**src/hdl/frm_pkg.sv**
```systemverilog
// Shared types and constants of the frame rate meter.
package frm_pkg;

  // Field widths of the input and result words.
  localparam int unsigned STAMP_W    = 32;
  localparam int unsigned RATE_W     = 10;
  localparam int unsigned TIME_W     = 48;
  localparam int unsigned SCALED_W   = 56;
  localparam int unsigned PROD_W     = 48;
  localparam int unsigned CFG_W      = 16;
  localparam int unsigned CFG_IDX_W  = 2;
  localparam int unsigned OUT_DATA_W = 256;
  localparam int unsigned OUT_PAD_W  =
    OUT_DATA_W - (STAMP_W + RATE_W + TIME_W + SCALED_W + TIME_W + SCALED_W);

  // Rate reported for a zero frame interval, and the dividend of 1000/delta.
  localparam logic [RATE_W-1:0] FPS_MAX = 10'd1000;

  // Configuration register indexes.
  localparam logic [CFG_IDX_W-1:0] REG_REFRESH_PERIOD = 2'd0;
  localparam logic [CFG_IDX_W-1:0] REG_TIME_SCALE     = 2'd1;

  // Configuration reset values.
  localparam logic [CFG_W-1:0] REFRESH_PERIOD_RST = 16'd500;
  localparam logic [CFG_W-1:0] TIME_SCALE_RST     = 16'd256;

  // Commands to the rate window.
  typedef struct packed {
    logic rd;   // read the entry at the head
    logic wr;   // replace the entry at the head, adjust the sum, advance
    logic clr;  // empty the window
  } win_cmd_t;

endpackage

```
**src/hdl/frame_rate_meter.sv**
```systemverilog
// Frame rate meter top level: event sequencer, time counters and result register.
//
// Each input word is a frame tick or a level restart carrying a millisecond
// timestamp; every word yields exactly one result word. A frame tick passes
// through the states MUL, FDIV and UPD, then AVG when the refresh timer
// republishes the averaged rate, and FIN, where it enters the result register.
// The serial divider for 1000/delta runs in FDIV and delivers one of the
// RATE_W quotient bits per cycle. The average sum/WINDOW is taken as a
// multiplication by a constant reciprocal. A level restart goes from
// acceptance straight to FIN and on into the result register. One word is
// processed at a time. The next word is taken in the cycle after the result
// register is loaded, while that result may still wait there. A result that
// cannot be loaded because the previous one is stalled on the output holds
// the sequencer until the output frees. The window state is cleared at once
// by reset and by a restart, so no clearing pass is needed. Configuration
// writes are always accepted and must be issued while idle.
module frame_rate_meter #(
  parameter int unsigned WINDOW = 60
) (
  input  logic                              clk,
  input  logic                              rst_n,
  // Input words
  input  logic                              in_tvalid,
  output logic                              in_tready,
  input  logic [frm_pkg::STAMP_W-1:0]       in_tdata,   // [31:0] timestamp_ms
  input  logic [0:0]                        in_tuser,   // [0] op
  // Result words
  output logic                              out_tvalid,
  input  logic                              out_tready,
  // [31:0] delta_ms, [41:32] frame_rate, [89:42] game_ms, [145:90] game_scaled,
  // [193:146] level_ms, [249:194] level_scaled, [255:250] zero
  output logic [frm_pkg::OUT_DATA_W-1:0]    out_tdata,
  // Configuration writes
  input  logic                              cfg_valid,
  output logic                              cfg_ready,
  input  logic [frm_pkg::CFG_IDX_W-1:0]     cfg_index,
  input  logic [frm_pkg::CFG_W-1:0]         cfg_data
);

  localparam int unsigned SUM_W    = $clog2(WINDOW * int'(frm_pkg::FPS_MAX) + 1);
  localparam int unsigned STAMP_W  = frm_pkg::STAMP_W;
  localparam int unsigned RATE_W   = frm_pkg::RATE_W;
  localparam int unsigned TIME_W   = frm_pkg::TIME_W;
  localparam int unsigned SCALED_W = frm_pkg::SCALED_W;
  localparam int unsigned PROD_W   = frm_pkg::PROD_W;
  localparam int unsigned CFG_W    = frm_pkg::CFG_W;

  // Reciprocal of WINDOW, exact for every window sum that fits in SUM_W bits.
  localparam int unsigned RECIP_S = SUM_W + $clog2(WINDOW);
  localparam int unsigned RECIP_W = SUM_W + 1;
  localparam int unsigned AVG_W   = SUM_W + RECIP_W;
  localparam logic [RECIP_W-1:0] RECIP_M =
    RECIP_W'(((64'd1 << RECIP_S) + 64'(WINDOW) - 64'd1) / 64'(WINDOW));

  // Sequencer states
  localparam logic [2:0] ST_IDLE = 3'd0;
  localparam logic [2:0] ST_MUL  = 3'd1;
  localparam logic [2:0] ST_FDIV = 3'd2;
  localparam logic [2:0] ST_UPD  = 3'd3;
  localparam logic [2:0] ST_AVG  = 3'd4;
  localparam logic [2:0] ST_FIN  = 3'd5;

  logic [2:0]                      state_r, state_nxt;
  logic [CFG_W-1:0]                period_r;
  logic [CFG_W-1:0]                scale_r;
  logic [STAMP_W-1:0]              last_r;
  logic [STAMP_W-1:0]              delta_r;
  logic [PROD_W-1:0]               prod_r;
  logic [RATE_W-1:0]               fps_r;
  logic [RATE_W-1:0]               shown_r;
  logic [STAMP_W-1:0]              timer_r;
  logic [TIME_W-1:0]               game_r;
  logic [SCALED_W-1:0]             gscl_r;
  logic [TIME_W-1:0]               level_r;
  logic [SCALED_W-1:0]             lscl_r;
  logic                            out_tvalid_r;
  logic [frm_pkg::OUT_DATA_W-1:0]  out_data_r;

  logic                            accept;
  logic                            restart;
  logic                            out_load;
  logic                            refresh;
  logic [STAMP_W:0]                timer_sum;
  logic [PROD_W-1:0]               prod_c;
  logic [AVG_W-1:0]                avg_prod;
  frm_pkg::win_cmd_t               win_cmd;
  logic [SUM_W-1:0]                win_sum;
  logic                            div_start;
  logic                            div_done;
  logic [RATE_W-1:0]               div_quotient;

  // Handshakes
  assign in_tready  = (state_r == ST_IDLE);
  assign accept     = in_tvalid && in_tready;
  assign restart    = in_tuser[0];
  assign out_load   = (state_r == ST_FIN) && (!out_tvalid_r || out_tready);
  assign out_tvalid = out_tvalid_r;
  assign out_tdata  = out_data_r;
  assign cfg_ready  = 1'b1;

  // Window commands: read the oldest rate on a tick, replace it after the divide.
  always_comb begin
    win_cmd.rd  = accept && !restart;
    win_cmd.clr = accept && restart;
    win_cmd.wr  = (state_r == ST_UPD);
  end

  // The divider is started on 1000/delta in the same state that takes the scaled delta.
  assign div_start = (state_r == ST_MUL);

  // Refresh timer decision, saturating timer add, scaled delta and window average.
  always_comb begin
    refresh   = (timer_r >= STAMP_W'(period_r));
    timer_sum = {1'b0, timer_r} + {1'b0, delta_r};
    prod_c    = PROD_W'(delta_r) * PROD_W'(scale_r);
    avg_prod  = AVG_W'(win_sum) * AVG_W'(RECIP_M);
  end

  // Next state
  always_comb begin
    state_nxt = state_r;
    unique case (state_r)
      ST_IDLE: begin
        if (accept) begin
          state_nxt = restart ? ST_FIN : ST_MUL;
        end
      end
      ST_MUL:  state_nxt = ST_FDIV;
      ST_FDIV: begin
        if (div_done) begin
          state_nxt = ST_UPD;
        end
      end
      ST_UPD:  state_nxt = refresh ? ST_AVG : ST_FIN;
      ST_AVG:  state_nxt = ST_FIN;
      ST_FIN: begin
        if (out_load) begin
          state_nxt = ST_IDLE;
        end
      end
      default: state_nxt = ST_IDLE;
    endcase
  end

  // Sequencer, configuration and the meter's persistent state.
  always_ff @(posedge clk) begin
    if (!rst_n) begin
      state_r      <= ST_IDLE;
      period_r     <= frm_pkg::REFRESH_PERIOD_RST;
      scale_r      <= frm_pkg::TIME_SCALE_RST;
      last_r       <= '0;
      shown_r      <= '0;
      timer_r      <= '0;
      game_r       <= '0;
      gscl_r       <= '0;
      level_r      <= '0;
      lscl_r       <= '0;
      out_tvalid_r <= 1'b0;
    end else begin
      state_r <= state_nxt;

      if (cfg_valid) begin
        unique case (cfg_index)
          frm_pkg::REG_REFRESH_PERIOD: period_r <= cfg_data;
          frm_pkg::REG_TIME_SCALE:     scale_r  <= cfg_data;
          default: ;
        endcase
      end

      // A restart clears the level clocks and the shown rate.
      if (accept) begin
        last_r <= in_tdata;
        if (restart) begin
          shown_r <= '0;
          level_r <= '0;
          lscl_r  <= '0;
        end
      end

      // Timer and elapsed-time clocks move once per frame tick.
      if (state_r == ST_UPD) begin
        if (refresh) begin
          timer_r <= '0;
        end else begin
          timer_r <= timer_sum[STAMP_W] ? '1 : timer_sum[STAMP_W-1:0];
        end
        game_r  <= game_r + TIME_W'(delta_r);
        level_r <= level_r + TIME_W'(delta_r);
        gscl_r  <= gscl_r + SCALED_W'(prod_r);
        lscl_r  <= lscl_r + SCALED_W'(prod_r);
      end

      // The updated window sum is averaged in the cycle after the write.
      if (state_r == ST_AVG) begin
        shown_r <= avg_prod[RECIP_S +: RATE_W];
      end

      if (out_load) begin
        out_tvalid_r <= 1'b1;
      end else if (out_tready) begin
        out_tvalid_r <= 1'b0;
      end
    end
  end

  // Per-word working values.
  always_ff @(posedge clk) begin
    if (accept) begin
      delta_r <= restart ? '0 : in_tdata - last_r;
    end
    if (state_r == ST_MUL) begin
      prod_r <= prod_c;
    end
    if ((state_r == ST_FDIV) && div_done) begin
      fps_r <= (delta_r == '0) ? frm_pkg::FPS_MAX : div_quotient;
    end
    if (out_load) begin
      out_data_r <= {{frm_pkg::OUT_PAD_W{1'b0}}, lscl_r, level_r, gscl_r, game_r,
                     shown_r, delta_r};
    end
  end

  frm_div #(
    .DIVIDEND_W (RATE_W)
  ) u_div (
    .clk      (clk),
    .rst_n    (rst_n),
    .start    (div_start),
    .dividend (frm_pkg::FPS_MAX),
    .divisor  (delta_r),
    .done     (div_done),
    .quotient (div_quotient)
  );

  frm_win #(
    .WINDOW (WINDOW),
    .SUM_W  (SUM_W)
  ) u_win (
    .clk   (clk),
    .rst_n (rst_n),
    .cmd   (win_cmd),
    .wdata (fps_r),
    .sum   (win_sum)
  );

endmodule

```
**src/hdl/frm_div.sv**
```systemverilog
// Serial restoring divider, one quotient bit per cycle.
module frm_div #(
  parameter int unsigned DIVIDEND_W = 16
) (
  input  logic                                clk,
  input  logic                                rst_n,
  input  logic                                start,
  input  logic [DIVIDEND_W-1:0]               dividend,
  input  logic [frm_pkg::STAMP_W-1:0]         divisor,
  output logic                                done,
  output logic [DIVIDEND_W-1:0]               quotient
);

  localparam int unsigned CNT_W = $clog2(DIVIDEND_W);
  localparam int unsigned REM_W = frm_pkg::STAMP_W;

  logic [REM_W-1:0]      rem_r, rem_nxt;
  logic [DIVIDEND_W-1:0] quo_r, quo_nxt;
  logic [REM_W-1:0]      dvs_r;
  logic [CNT_W-1:0]      cnt_r;
  logic                  busy_r;
  logic                  done_r;
  logic [REM_W:0]        trial;
  logic [REM_W:0]        diff;
  logic                  ge;

  // One restoring step: shift in the next dividend bit and try a subtract.
  always_comb begin
    trial   = {rem_r, quo_r[DIVIDEND_W-1]};
    diff    = trial - {1'b0, dvs_r};
    ge      = (trial >= {1'b0, dvs_r});
    rem_nxt = ge ? diff[REM_W-1:0] : trial[REM_W-1:0];
    quo_nxt = {quo_r[DIVIDEND_W-2:0], ge};
  end

  // Step counter and completion pulse.
  always_ff @(posedge clk) begin
    if (!rst_n) begin
      busy_r <= 1'b0;
      done_r <= 1'b0;
      cnt_r  <= '0;
    end else begin
      done_r <= 1'b0;
      if (start) begin
        busy_r <= 1'b1;
        cnt_r  <= '0;
      end else if (busy_r) begin
        cnt_r <= cnt_r + 1'b1;
        if (cnt_r == CNT_W'(DIVIDEND_W - 1)) begin
          busy_r <= 1'b0;
          done_r <= 1'b1;
        end
      end
    end
  end

  // Remainder and quotient shift registers.
  always_ff @(posedge clk) begin
    if (start) begin
      rem_r <= '0;
      quo_r <= dividend;
      dvs_r <= divisor;
    end else if (busy_r) begin
      rem_r <= rem_nxt;
      quo_r <= quo_nxt;
    end
  end

  assign done     = done_r;
  assign quotient = quo_r;

endmodule

```
**src/hdl/frm_win.sv**
```systemverilog
// Ring of recent frame rates in a synchronous memory, with its running sum.
module frm_win #(
  parameter int unsigned WINDOW = 60,
  parameter int unsigned SUM_W  = $clog2(WINDOW * int'(frm_pkg::FPS_MAX) + 1)
) (
  input  logic                          clk,
  input  logic                          rst_n,
  input  frm_pkg::win_cmd_t             cmd,
  input  logic [frm_pkg::RATE_W-1:0]    wdata,
  output logic [SUM_W-1:0]              sum
);

  localparam int unsigned HEAD_W = $clog2(WINDOW);
  localparam int unsigned RATE_W = frm_pkg::RATE_W;

  logic [RATE_W-1:0] mem_r [WINDOW];
  logic [WINDOW-1:0] vld_r;
  logic [HEAD_W-1:0] head_r;
  logic [RATE_W-1:0] rdata_r;
  logic              rvld_r;
  logic [SUM_W-1:0]  sum_r;
  logic [RATE_W-1:0] old_rate;
  logic [SUM_W-1:0]  sum_nxt;

  // Window memory: one write and one registered read at the head.
  always_ff @(posedge clk) begin
    if (cmd.wr) begin
      mem_r[head_r] <= wdata;
    end
    if (cmd.rd) begin
      rdata_r <= mem_r[head_r];
    end
  end

  // An entry never written since the last clear counts as zero.
  always_comb begin
    old_rate = rvld_r ? rdata_r : '0;
    sum_nxt  = sum_r - SUM_W'(old_rate) + SUM_W'(wdata);
  end

  // Valid bits, head pointer and running sum.
  always_ff @(posedge clk) begin
    if (!rst_n || cmd.clr) begin
      vld_r  <= '0;
      head_r <= '0;
      sum_r  <= '0;
      rvld_r <= 1'b0;
    end else begin
      if (cmd.rd) begin
        rvld_r <= vld_r[head_r];
      end
      if (cmd.wr) begin
        vld_r[head_r] <= 1'b1;
        sum_r         <= sum_nxt;
        head_r        <= (head_r == HEAD_W'(WINDOW - 1)) ? '0 : head_r + 1'b1;
      end
    end
  end

  assign sum = sum_r;

endmodule

```
**config.mk**
```make
export PLATFORM = sky130hd
export DESIGN_NAME = frame_rate_meter
export DESIGN_NICKNAME = d
export VERILOG_FILES = /design/src/hdl/frm_pkg.sv /design/src/hdl/frame_rate_meter.sv /design/src/hdl/frm_div.sv /design/src/hdl/frm_win.sv
export SDC_FILE = /design/constraint.sdc
export NUM_CORES = 2
export LEC_CHECK = 0
export BUFFER_PORTS_ARGS = -buffer_cell sky130_fd_sc_hd__buf_2
export CAP_MARGIN = 25
export CORE_ASPECT_RATIO = 0.9
export CORE_MARGIN = 8
export CORE_UTILIZATION = 56
export CTS_CLUSTER_DIAMETER = 30
export DETAILED_ROUTE_END_ITERATION = 8
export PLACE_DENSITY = 0.73
export SLEW_MARGIN = 20
export SYNTH_ARGS = -nofsm -noshare
export SYNTH_HDL_FRONTEND = slang
export SYNTH_SLANG_ARGS = --single-unit
```
**constraint.sdc**
```tcl
create_clock -name clk -period 25.2 [get_ports clk]
set_input_delay 5.04 -clock clk [delete_from_list [all_inputs] [get_ports clk]]
set_output_delay 5.04 -clock clk [all_outputs]
set_load 0.005 [all_outputs]
```
After elaboration in Yosys (flattened, before gate mapping)
Memory sizes are Yosys's and may differ from the RTL's. A register that Yosys moved wholly into a read port is not among the register bits.
Cells that the tools add are included.
{"block": "op_classes", "addsub": 11, "n_mul": 2, "n_lt_le_gt_ge": 4, "n_eq_ne": 11, "mux": 32, "bitwise_logic": 3, "n_reduce_logical": 26}
{"operator": "$mux 56", "count": 3}
{"operator": "$mux 48", "count": 3}
{"operator": "$add 56x48->56", "count": 2}
{"operator": "$add 48x32->48", "count": 2}
{"operator": "$mux 32", "count": 3}
{"operator": "$sub 32x32->32", "count": 2}
{"operator": "$or 60x60->60", "count": 1}
{"operator": "$mul 32x16->48", "count": 1}
{"operator": "$mux 10", "count": 4}
{"operator": "$add 32x32->33", "count": 1}
{"operator": "$ge 33x32->1", "count": 1}
{"operator": "$ge 32x16->1", "count": 1}
{"operator": "$logic_not 32->1", "count": 1}
{"operator": "$mul 16x16->31 const B", "count": 1}
{"operator": "$pmux 3 s6", "count": 1}
{"operator": "$add 16x10->16", "count": 1}
{"operator": "$sub 16x10->16", "count": 1}
{"operator": "$mux 3", "count": 4}
{"operator": "$mux 1", "count": 11}
{"operator": "$reduce_bool 2->1", "count": 5}
{"operator": "$reduce_and 2->1", "count": 4}
{"operator": "$lt 6x7->1 const B", "count": 1}
{"operator": "$add 6x1->6 const B", "count": 1}
{"operator": "$bmux 1 s6", "count": 1}
{"operator": "21 further kinds", "count": 33}
{"block": "word_totals", "reg_bits": 821, "mem_bits_rw": 600, "input_bits": 56, "elab_cells": 115, "n_memories": 1}
{"memory": "u_win.mem_r", "depth": 60, "word_bits": 10, "read_ports": 1, "rd_ports_with_merged_regs": 1, "wr": 1, "line_no": "frm_win.sv:16", "source": "logic [RATE_W-1:0] mem_r [WINDOW];"}

Logic depth before layout (Yosys ltp)
{"block": "logic_depth", "ltp_word": 5, "mapped_depth": 25}

Modules after synthesis
Synthesis repeated with hierarchy kept, for this count alone.
{"block": "unflattened", "cells_unflattened": 7731, "area_unflattened_um2": 84506.0}
{"module": "frame_rate_meter", "instances": 1, "cells_per_inst": 5477, "area_per_inst_um2": 51692.1}
{"module": "frm_win", "instances": 1, "cells_per_inst": 1726, "area_per_inst_um2": 27873.0}
{"module": "frm_div", "instances": 1, "cells_per_inst": 528, "area_per_inst_um2": 4941.0}

Least setup slack after synthesis
Ideal clock, no wire load.
{"block": "synth_timing", "path_kind": "input to register", "startpoint": "input out_tready", "endpoint": "register out_data_r (netlist bit out_tdata[0]) (enable)", "arrival_time_ns": 16.132, "t_required_ns": 24.306, "slack_ns": 8.174, "path_stages": 2, "path_buffers": 0, "cell_sequence": "nand2b_1 nor2b_1"}
{"block": "synth_via", "elab_chain_cells": 2}
{"item": "start, declared", "line_no": "frame_rate_meter.sv:29", "source": "input logic out_tready,"}
{"item": "$logic_or 1x1->1", "line_no": "frame_rate_meter.sv:96", "source": "assign out_load = (state_r == ST_FIN) && (!out_tvalid_r || out_tready);"}
{"item": "$logic_and 1x1->1", "line_no": "frame_rate_meter.sv:96"}
{"item": "via out_load", "line_no": "frame_rate_meter.sv:81", "source": "logic out_load;"}
{"item": "end signal, assigned", "line_no": "frame_rate_meter.sv:218", "source": "out_data_r <= {{frm_pkg::OUT_PAD_W{1'b0}}, lscl_r, level_r, gscl_r, game_r,"}
{"item": "end, declared", "line_no": "frame_rate_meter.sv:77", "source": "logic [frm_pkg::OUT_DATA_W-1:0] out_data_r;"}
The timed path passes the listed nets, and every way through them passes these cells.
A chain may end at the register's enable or synchronous reset.

Worst setup path after layout
{"block": "layout_timing", "startpoint": "register scale_r[8]", "endpoint": "register prod_r[46] (data pin)"}
{"block": "layout_via", "elab_chain_cells": 1}
{"item": "start, declared", "line_no": "frame_rate_meter.sv:65", "source": "logic [CFG_W-1:0] scale_r;"}
{"item": "start signal, assigned", "line_no": "frame_rate_meter.sv:150", "source": "scale_r <= frm_pkg::TIME_SCALE_RST;"}
{"item": "start signal, assigned", "line_no": "frame_rate_meter.sv:165", "source": "frm_pkg::REG_TIME_SCALE: scale_r <= cfg_data;"}
{"item": "$mul 32x16->48", "line_no": "frame_rate_meter.sv:115", "source": "prod_c = PROD_W'(delta_r) * PROD_W'(scale_r);"}
{"item": "via prod_c[46]", "line_no": "frame_rate_meter.sv:84", "source": "logic [PROD_W-1:0] prod_c;"}
{"item": "end signal, assigned", "line_no": "frame_rate_meter.sv:212", "source": "prod_r <= prod_c;"}
{"item": "end, declared", "line_no": "frame_rate_meter.sv:68", "source": "logic [PROD_W-1:0] prod_r;"}
The timed path passes the listed nets, and every way through them passes these cells.

==> results.json <==
{
  "status": "finished, final reports clean",
  "synthCells": 7667,
  "grt.overflow.total": 0,
  "rr_worst_depth": 22,
  "core_area_um2": 146000,
  "area_growth_pct": 16.5,
  "grt_usage_pct": 28.9,
  "register_area_um2": 38500,
  "cp.arrival_ps": 8120,
  "crit_path_end_kind": "flip-flop",
  "finalCritPeriodShare_pct": 29.8,
  "crit_start": "scale_r[8]$_SDFFE_PN1P_",
  "yosys_most_used_dff": "edfxtp_1",
  "post_cts_buffers": 0,
  "max_stage_delay_ps": 950,
  "synth_edf_count": 982,
  "path_max_fanout": 33,
  "worst-path-buf-inv": 5,
  "hold_viol": 0,
  "initial_core_util_pct": 56.5,
  "drt-vias-per-instance": 6.04,
  "numCtsBuffers": 288,
  "synth_compound_area_share_pct": 13.8,
  "leakagePower_nw": 39.7,
  "synth_top_family_by_area": "adder cells",
  "die_w_um": 421,
  "muxShareOfSynthArea_pct": 1.21,
  "drt-initial-drc-count": 5925,
  "io_pins": 315,
  "placed_cell_area_um2": 86600,
  "post-route-min-period_ps": 7520,
  "syn-cell-area_um2": 82600,
  "stdcell_area_um2": 96200,
  "final_core_util_pct": 65.8,
  "setup_viol": 0,
  "rsz0062_at_grt": "false",
  "wl_per_cell_um": 23.0,
  "io_buffers": 307,
  "timing.rr.start": "scale_r[8]$_SDFFE_PN1P_",
  "cts-root-buf": "clkbuf_16",
  "crit_type": "reg2reg",
  "synthArstFlopShare_pct": 0,
  "wl_um": 236000,
  "cts_buffer_depth": 4,
  "skew_ps": 76.2,
  "tns_ps": 0,
  "grt_max_degree": 164,
  "pre_cts_ws_ps": 16990,
  "worst_pin_slew_ps": 1130,
  "synth_cell_types": 98,
  "via_count": 62000,
  "maxCapViolations": 0,
  "firstDrtPassIters": 6,
  "synthAdderAreaFrac_pct": 18.7,
  "min_from": "shown_r[0]$_SDFFE_PN0P_",
  "die-area_um2": 160000,
  "hpwlAfterDp_um": 156000,
  "route.detailed.drc": 0,
  "multi_input_area_um2": 40300,
  "num-fill-cells": 10900,
  "gp_congestion": 0.937,
  "critical_path.top_delay_family": "adder cells",
  "crit_top_cell": "fa_1",
  "setup_slack_ps": 17680,
  "syn_area_per_cell_um2": 10.8,
  "fmax_mhz": 133,
  "seq_area_frac_synth_pct": 46.6,
  "grt_pass1_wl_um": 362000,
  "hold_depth": 0,
  "hp-class": "reg2reg",
  "crit_path_top_delay_cell": "dfxtp_2",
  "cts_tree": "yes",
  "whs_ps": 435,
  "yosys_warnings": 0,
  "vdd_ir_drop_max_mv": 0.0788,
  "drive_above_1_share_pct": 12.4,
  "cp.depth": 22,
  "postCtsHoldBufs": 0,
  "relSlewSlack_pct": 24.1,
  "antenna_found_initial": 9,
  "grt_pass1_vias": 62400,
  "path_cells": "nand2_1 > fa_1 > inv_1 > fa_1 > inv_1 > fa_1 > inv_1 > fa_1 > fa_1 > inv_1 > fa_1 > inv_1 > ha_1 > nand2_1 > nor3b_1 > a21oi_1 > o21ai_0 > nand2_1 > o211ai_1 > a41oi_1 > a21oi_1 > xor2_1",
  "final_max_slew_viol_count": 0,
  "synth_xor_area_share_pct": 2.84,
  "clk_latency_ps": 900,
  "die_h_um": 380,
  "detail-route-antenna-nets": 0,
  "power_density_nw_per_um2": 82.8,
  "htree_levels": 5,
  "clock-sinks": 1431,
  "worstSetupStartpointType": "flip-flop",
  "ys_seq_elements": 1431,
  "synth-simple-area-share_pct": 12.2,
  "ctsResizeCount": 0,
  "layout.nets": 9107,
  "clk_pin_slew_ps": 50,
  "rows": 133,
  "required_ps": 25800
}
-- Yosys cell counts (25+ instances only) --
cell type,instances,share of area [%]
a22o_1,50,0.53
nor3_1,75,0.45
nand4_1,71,0.54
inv_1,704,3.2
mux2i_1,66,0.80
nor4_1,29,0.22
xnor2_1,167,1.8
nand3_1,131,0.79
a221oi_1,54,0.57
xor2_1,101,1.1
a21o_1,181,1.6
nand2_1,884,4.0
o21a_1,38,0.35
clkbuf_1,280,1.3
or3_1,38,0.29
buf_1,27,0.12
a21oi_1,457,2.8
nand2b_1,56,0.42
edfxtp_1,982,36
ha_1,505,7.7
and3_1,53,0.40
dfxtp_1,449,11
o31ai_1,25,0.23
a22oi_1,225,2.0
nor2b_1,37,0.28
o21ai_0,283,1.7
fa_1,454,11
o21bai_1,33,0.30
and2_1,249,1.9
nor2_1,487,2.2
a211oi_1,56,0.51
o211ai_1,54,0.49
a31oi_1,65,0.49
-- kinds of logic after synthesis --
group | count (synthesis)
adders and majority gates | 959
and+or+nand+nor | 2180
muxes | 85
buffers and inverters | 1035
xor gates and xnor gates | 268
AOI/OAI and AO/OA | 1707
other | 2
DFF | 1431
-- worst paths after layout --
| path | slack [ps] | endpoint |
|---|---|---|
| max | 17680 | prod_r[46]$_DFFE_PP_ |
| min reg2reg | 430 | out_tdata[32]$_DFFE_PP_ |
| min | 430 | out_tdata[32]$_DFFE_PP_ |
| max reg2reg | 17680 | prod_r[46]$_DFFE_PP_ |
-- flip-flops by register name, indices dropped and copies added (netlist names), 48 cells and up --
register / count
gscl_r: 56
out_tdata: 250
u_win.mem_r: 600
prod_r: 48
u_win.vld_r: 60
level_r: 48
lscl_r: 56
game_r: 48
-- metal layers --
layer / up-vias / track usage (%) / wire length [um]
met2: 3005 / 47.4 / 111000
met3: 687 / 4.94 / 19500
met1: 30300 / 36.6 / 91400
met5: - / 0 / 54
li1: 28000 / - / -
met4: 8 / 15.7 / 14200
-- cell type report --
cell class                      count  area share [%]
Clock inverter                    174            1.98
Tap cell                         1957            2.54
Antenna cell                        2         0.00520
Inverter                          708            2.77
Timing Repair Buffer              457            2.86
Multi-Input combinational cell   5206            41.9
Sequential cell                  1431            40.0
Clock buffer                      333            7.92
-- through the flow --
step / power [mW] / instances
global placement: 4.22 / 9736
floorplan: 3.80 / 7672
CTS: 7.98 / 10300
finish: 7.97 / 10300
global route: 8.28 / 10300
detailed placement: 4.25 / 9749
-- power breakdown --
group	switching [mW]	internal, mW	total (mW)	leakage, nW
Clock	1.27	2.46	3.72	4.61
Combinational	0.982	0.560	1.54	22.5
Sequential	0.0833	2.62	2.70	12.7
-- worst register-to-register path: stages, from the launching register on --
cell and delay (ps):
dfxtp_2 950, nand2_1 190, fa_1 540, inv_1 50, fa_1 500, inv_1 60, fa_1 530, inv_1 50
fa_1 470, fa_1 500, inv_1 50, fa_1 480, inv_1 40, ha_1 360, nand2_1 110, nor3b_1 250
a21oi_1 160, o21ai_0 480, nand2_1 200, o211ai_1 620, a41oi_1 300, a21oi_1 250, xor2_1 90
-- cell usage in the layout (no fill, tap or decap), types with 50 or more instances in the layout --
cell type,count
o21ai_0,283
a211oi_1,56
nor3_1,71
fa_1,454
inv_1,703
a31oi_1,64
nand4_1,71
nor2_1,466
nand2b_1,56
nand2_1,881
a21oi_1,455
mux2i_1,66
xnor2_1,167
buf_2,307
ha_1,505
edfxtp_1,982
dfxtp_1,443
clkbuf_16,295
o211ai_1,54
a221oi_1,54
buf_4,139
a22oi_1,225
and3_1,51
xor2_1,101
a22o_1,50
and2_1,249
a21o_1,181
nand3_1,131
No activity file was read; power rests on OpenSTA's default activity.
